**config.mk**
```make
export PLATFORM = sky130hd
export DESIGN_NAME = hlc_ctrl
export DESIGN_NICKNAME = d
export VERILOG_FILES = /design/src/sv/hlc_pkg.sv /design/src/sv/hlc_ctrl.sv
export SDC_FILE = /design/constraint.sdc
export NUM_CORES = 1
export LEC_CHECK = 0
export ABC_AREA = 1
export BUFFER_PORTS_ARGS = -buffer_cell sky130_fd_sc_hd__buf_2
export CORE_MARGIN = 1.5
export CORE_UTILIZATION = 52
export CTS_CLUSTER_DIAMETER = 40
export CTS_CLUSTER_SIZE = 10
export DETAILED_ROUTE_END_ITERATION = 7
export PLACE_DENSITY_LB_ADDON = 0.25
export SETUP_SLACK_MARGIN = 0.4
export SYNTH_ARGS = -nofsm -noshare
export SYNTH_HDL_FRONTEND = slang
export SYNTH_SLANG_ARGS = --single-unit
```
**constraint.sdc**
```tcl
create_clock -name clk_i -period 3.38 [get_ports clk_i]
set_input_delay 0.507 -clock clk_i [delete_from_list [all_inputs] [get_ports clk_i]]
set_output_delay 0.507 -clock clk_i [all_outputs]
set_load 0.02 [all_outputs]
```
**src/sv/hlc_pkg.sv**
```systemverilog
// Shared types, codes and helpers of the hashed LRU cache.
package hlc_pkg;

  localparam int unsigned KEY_BYTES   = 8;
  localparam int unsigned VALUE_BYTES = 8;
  localparam int unsigned HASH_W      = 11;

  localparam logic [1:0] REG_ENABLE   = 2'd0;
  localparam logic [1:0] REG_MAX_LIFE = 2'd1;
  localparam logic [1:0] REG_ENTRIES  = 2'd2;
  localparam logic [1:0] REG_HASH     = 2'd3;

  typedef enum logic [1:0] {
    OP_INSERT = 2'd0,
    OP_LOOKUP = 2'd1,
    OP_REMOVE = 2'd2,
    OP_PURGE  = 2'd3
  } op_e;

  typedef enum logic [2:0] {
    STAT_OK        = 3'd0,
    STAT_NOT_FOUND = 3'd1,
    STAT_NO_ROOM   = 3'd2,
    STAT_DISABLED  = 3'd3,
    STAT_TOO_LONG  = 3'd4
  } status_e;

  typedef enum logic [4:0] {
    S_CLEAR, S_IDLE, S_CHECK, S_PURGE, S_MOD, S_HEAD_RD, S_HEAD_LD, S_WALK, S_CMP,
    S_HIT, S_UNL1, S_UNL2, S_MISS, S_EVICT, S_EV_RD, S_EV_LD, S_AL_RD, S_AL_WR,
    S_AL_LINK, S_RESP
  } state_e;

  typedef enum logic [1:0] {
    RET_MISS, RET_DONE, RET_ALLOC
  } ret_e;

  typedef struct packed {
    logic [63:0] key;
    logic [3:0]  klen;
    logic [63:0] val;
    logic [3:0]  vlen;
    logic [31:0] atime;
  } entry_t;

  typedef struct packed {
    logic    accept;
    logic    clr_init;
    logic    clr_step;
    logic    mod_init;
    logic    mod_step;
    logic    head_ld;
    logic    cmp_ld;
    logic    hit_cnt;
    logic    to_cnt;
    logic    lk_upd;
    logic    ins_upd;
    logic    unl1;
    logic    unl2;
    logic    scan_init;
    logic    scan_step;
    logic    ev_rd;
    logic    ev_ld;
    logic    al_rd;
    logic    al_wr;
    logic    al_link;
    logic    set_st;
    status_e st;
    logic    respond;
  } cmd_t;

  typedef struct packed {
    op_e  op;
    logic too_long;
    logic disabled;
    logic mod_done;
    logic cur_zero;
    logic match;
    logic timed_out;
    logic too_big;
    logic free_empty;
    logic scan_done;
    logic clr_done;
    logic out_free;
  } sts_t;

  function automatic logic [63:0] byte_mask(input logic [3:0] n);
    logic [63:0] m;
    for (int i = 0; i < 8; i++) begin
      m[8*i +: 8] = (4'(i) < n) ? 8'hFF : 8'h00;
    end
    return m;
  endfunction

endpackage

```
**src/sv/hlc_ctrl.sv**
```systemverilog
// Sequencer of the hashed LRU cache: one operation at a time.
module hlc_ctrl import hlc_pkg::*; (
  input  logic clk_i,
  input  logic rst_ni,
  input  logic in_valid_i,
  input  logic cfg_rebuild_i,
  input  sts_t sts_i,
  output cmd_t cmd_o,
  output logic in_ready_o
);

  state_e state_q, state_d;
  ret_e   ret_q, ret_d;

  always_ff @(posedge clk_i or negedge rst_ni) begin
    if (!rst_ni) begin
      state_q <= S_CLEAR;
      ret_q   <= RET_DONE;
    end else begin
      state_q <= state_d;
      ret_q   <= ret_d;
    end
  end

  always_comb begin
    state_d    = state_q;
    ret_d      = ret_q;
    cmd_o      = '0;
    cmd_o.st   = STAT_OK;
    in_ready_o = (state_q == S_IDLE) && !cfg_rebuild_i;
    case (state_q)
      S_CLEAR: begin
        cmd_o.clr_step = 1'b1;
        if (sts_i.clr_done) state_d = S_IDLE;
      end
      S_IDLE: begin
        if (in_valid_i && !cfg_rebuild_i) begin
          cmd_o.accept = 1'b1;
          state_d      = S_CHECK;
        end
      end
      S_CHECK: begin
        if (sts_i.op == OP_PURGE) begin
          cmd_o.clr_init = 1'b1;
          state_d        = S_PURGE;
        end else if (sts_i.too_long) begin
          cmd_o.set_st = 1'b1;
          cmd_o.st     = STAT_TOO_LONG;
          state_d      = S_RESP;
        end else if (sts_i.disabled && sts_i.op != OP_REMOVE) begin
          cmd_o.set_st = 1'b1;
          cmd_o.st     = STAT_DISABLED;
          state_d      = S_RESP;
        end else begin
          cmd_o.mod_init = 1'b1;
          state_d        = S_MOD;
        end
      end
      S_PURGE: begin
        cmd_o.clr_step = 1'b1;
        if (sts_i.clr_done) state_d = S_RESP;
      end
      S_MOD: begin
        cmd_o.mod_step = 1'b1;
        if (sts_i.mod_done) state_d = S_HEAD_RD;
      end
      S_HEAD_RD: state_d = S_HEAD_LD;
      S_HEAD_LD: begin
        cmd_o.head_ld = 1'b1;
        state_d       = S_WALK;
      end
      S_WALK: begin
        if (sts_i.cur_zero) begin
          state_d = S_MISS;
        end else begin
          state_d = S_CMP;
        end
      end
      S_CMP: begin
        cmd_o.cmp_ld = 1'b1;
        if (sts_i.match) begin
          cmd_o.hit_cnt = 1'b1;
          if (sts_i.timed_out) begin
            cmd_o.to_cnt = 1'b1;
            ret_d        = RET_MISS;
            state_d      = S_UNL1;
          end else begin
            state_d = S_HIT;
          end
        end else begin
          state_d = S_WALK;
        end
      end
      S_HIT: begin
        case (sts_i.op)
          OP_LOOKUP: begin
            if (sts_i.too_big) begin
              cmd_o.set_st = 1'b1;
              cmd_o.st     = STAT_NO_ROOM;
            end else begin
              cmd_o.lk_upd = 1'b1;
            end
            state_d = S_RESP;
          end
          OP_INSERT: begin
            cmd_o.ins_upd = 1'b1;
            state_d       = S_RESP;
          end
          OP_REMOVE: begin
            ret_d   = RET_DONE;
            state_d = S_UNL1;
          end
          default: state_d = S_RESP;
        endcase
      end
      S_UNL1: begin
        cmd_o.unl1 = 1'b1;
        state_d    = S_UNL2;
      end
      S_UNL2: begin
        cmd_o.unl2 = 1'b1;
        case (ret_q)
          RET_MISS:  state_d = S_MISS;
          RET_ALLOC: state_d = S_AL_RD;
          default:   state_d = S_RESP;
        endcase
      end
      S_MISS: begin
        if (sts_i.op == OP_INSERT) begin
          if (sts_i.free_empty) begin
            cmd_o.scan_init = 1'b1;
            state_d         = S_EVICT;
          end else begin
            state_d = S_AL_RD;
          end
        end else begin
          cmd_o.set_st = 1'b1;
          cmd_o.st     = STAT_NOT_FOUND;
          state_d      = S_RESP;
        end
      end
      S_EVICT: begin
        cmd_o.scan_step = 1'b1;
        if (sts_i.scan_done) state_d = S_EV_RD;
      end
      S_EV_RD: begin
        cmd_o.ev_rd = 1'b1;
        state_d     = S_EV_LD;
      end
      S_EV_LD: begin
        cmd_o.ev_ld = 1'b1;
        ret_d       = RET_ALLOC;
        state_d     = S_UNL1;
      end
      S_AL_RD: begin
        cmd_o.al_rd = 1'b1;
        state_d     = S_AL_WR;
      end
      S_AL_WR: begin
        cmd_o.al_wr = 1'b1;
        state_d     = S_AL_LINK;
      end
      S_AL_LINK: begin
        cmd_o.al_link = 1'b1;
        state_d       = S_RESP;
      end
      S_RESP: begin
        if (sts_i.out_free) begin
          cmd_o.respond = 1'b1;
          state_d       = S_IDLE;
        end
      end
      default: state_d = S_CLEAR;
    endcase
    if (cfg_rebuild_i) begin
      cmd_o          = '0;
      cmd_o.st       = STAT_OK;
      cmd_o.clr_init = 1'b1;
      state_d        = S_CLEAR;
    end
  end

endmodule

```
==> impl_metrics.ini <==
[timing]
fin_worst_hold_slack_ns = 0.05311
period_share = 0.7167
hold_viol = 0
timing.fmax_mhz = 412.8
setup_tns_ns = 0
slew_viol_final = 0
fin_crit_ns = 2.422
setup_violations = 0
slew-limit-headroom = 0.7191
rsz0062_at_grt = no
tightest_slew_ns = 0.4213
fin_skew_ns = 0.01648

[synth]
synthCells = 196
ys_ff_latch = 7
synthDistinctLibCells = 29
yosysSeqAreaShare = 0.1657
synth_area_mm2 = 0.001065
yosys_warnings = 0
synth.net_count = 213
syn_avg_cell_area_um2 = 5.433

[clock_tree]
htree_levels = 1
cts_root_buffer = clkbuf_4
clkLatencyLatePin_ns = 0.28
cts_buffer_depth = 2
cts_sinks = 7
cts_made_buffers = 3
cts_resized = 0
cts_tree = built
cts_setup_buffers = 0
hold_buffers = 0
cts.clk_slew.worst_paths_ns = 0.07

[floorplan]
die_area_mm2 = 0.002328
fp.coreArea_mm2 = 0.001942
ios = 43
die_w_um = 48.25
initial_core_util = 0.5483
die_y_um = 48.25
rows = 16

[place]
io_buffers = 42
gp_congestion = 0.9569
place_inst = 260
dp_hpwl_um = 2492

[detailed_routing]
ant_nets = 0
viasPerCell = 5.231
remaining_drc_errors = 0
drt-total-wl_um = 3081
drt_pass1_iterations = 4
drt_iter0_drc = 72
num_vias = 1381
post_drt_wl_per_cell_um = 11.67

[layout]
diodes = 0
final_nets = 255
syn_to_final_growth_pct = 21.97
postLayoutCoreUtil = 0.6688
stdcell_count = 264
layout-drive-gt1-share = 0.2785

[grt]
grt_pass1_vias = 1077
grt_max_degree = 22
grt_antenna_before_repair = 0
gr-total-overflow = 0
grt_first_pass_wirelength_um = 4692
grt_use_total = 0.2946

[setup_path]
startpoint_type = flip-flop
cp.arrival_ns = 1.92
cp.required_ns = 2.87
rr_worst_depth = 9
cp_max_fo = 11
critical_path_class = reg -> out
cp-end-kind = output port

[power]
p_per_area_mw_per_mm2 = 493.3
power_mw = 0.6406
p_leak_nw = 0.8269
vdd_ir_drop_max_mv = 0.2813

[run]
cap_violations = 0

[run_status]
status = completed

[min_path]
hold_class = in -> async
-- report_power, final --
part           total [mW]  internal [mW]  switching [mW]
Clock              0.0868         0.0456          0.0412
Sequential          0.161          0.104          0.0574
Combinational       0.393          0.133           0.260
-- area by class of cell --
type	count	area, um^2
repair buffers	42	210.2
clock buffers	4	26.28
multi-input cells	159	758.2
flip-flops and latches	7	176.4
inverters	25	93.84
fillers	216	643.1
well taps	27	33.78
-- per-stage QoR --
step                      worst slack, ns  area (um^2)
after floorplan                     1.373         1065
after global placement              1.300         1272
after detailed placement            1.275         1272
after CTS                          0.9678         1299
after global routing               0.8225         1299
final                              0.9577         1299
-- per-layer routing --
metal / track usage / wire length (um) / vias to the layer above
li1: - / - / 708
met1: 0.3894 / 1307 / 605
met2: 0.4921 / 1489 / 56
met3: 0.02222 / 183 / 12
met4: 0.1189 / 100 / 0
met5: 0 / 0 / -
-- state kept, by name, summed over array words and instances, names as in the netlist --
register and flops:
state_q 5, ret_q 2
-- Yosys cell counts --
cell type / number / share of area
nor2_1: 44 / 0.16
nand2_4: 1 / 0.011
buf_6: 2 / 0.021
nor3_2: 2 / 0.019
nor4_1: 2 / 0.012
nand2_2: 3 / 0.018
nand4_1: 3 / 0.018
nand3b_1: 3 / 0.021
dfstp_2: 1 / 0.025
or2_1: 1 / 0.0059
nor2_8: 1 / 0.019
a21oi_1: 4 / 0.019
and3_1: 1 / 0.0059
inv_2: 5 / 0.018
buf_2: 2 / 0.0094
nand3_1: 22 / 0.10
nand2_1: 53 / 0.19
nor3b_2: 1 / 0.012
o21ai_0: 4 / 0.019
a32oi_1: 1 / 0.0082
inv_1: 20 / 0.071
dfrtp_1: 6 / 0.14
nor2_2: 4 / 0.023
nor3b_1: 1 / 0.0071
o21bai_1: 1 / 0.0071
buf_1: 1 / 0.0035
or2_2: 1 / 0.0059
nand3_2: 2 / 0.019
nor3_1: 4 / 0.019
-- kinds of logic (layout without fill, tap and decap cells) --
kind of cell,after synthesis,after routing,share of synthesized area
AOI/OAI and AO/OA,10,10,0.05288
and+or+nand+nor,149,149,0.6592
DFF,7,7,0.1657
buffers and inverters,30,71,0.1222
-- placed cells by master (no fill, tap or decap), types with 4 or more instances in the layout --
cell      n
nand2_1  53
nor2_1   44
buf_2    42
nand3_1  22
inv_1    20
dfrtp_1   6
inv_2     5
nor2_2    4
a21oi_1   4
nor3_1    4
o21ai_0   4
-- worst max-delay path, cell delays in order, from the launching register on --
cell	delay, ns
dfrtp_1	0.51
inv_2	0.23
nand3_2	0.15
nor3_2	0.21
nor3b_2	0.23
nor2_1	0.06
nor2_1	0.08
buf_2	0.17
-- final timing paths --
check / start / to / slack [ns]
setup / recovery: state_q[4]$_DFFE_PN0P_ / cmd_o[1] / 0.96
hold / removal: rst_ni / state_q[3]$_DFFE_PN0P_ / 0.05
setup reg to reg: state_q[4]$_DFFE_PN0P_ / state_q[0]$_DFFE_PN0P_ / 1.71
hold reg to reg: ret_q[0]$_DFFE_PN1P_ / ret_q[0]$_DFFE_PN1P_ / 0.49
max in group asynchronous: rst_ni / ret_q[0]$_DFFE_PN1P_ / 3.07
min in group clk_i: ret_q[0]$_DFFE_PN1P_ / ret_q[0]$_DFFE_PN1P_ / 0.49
(Power assumes the default switching activity.)
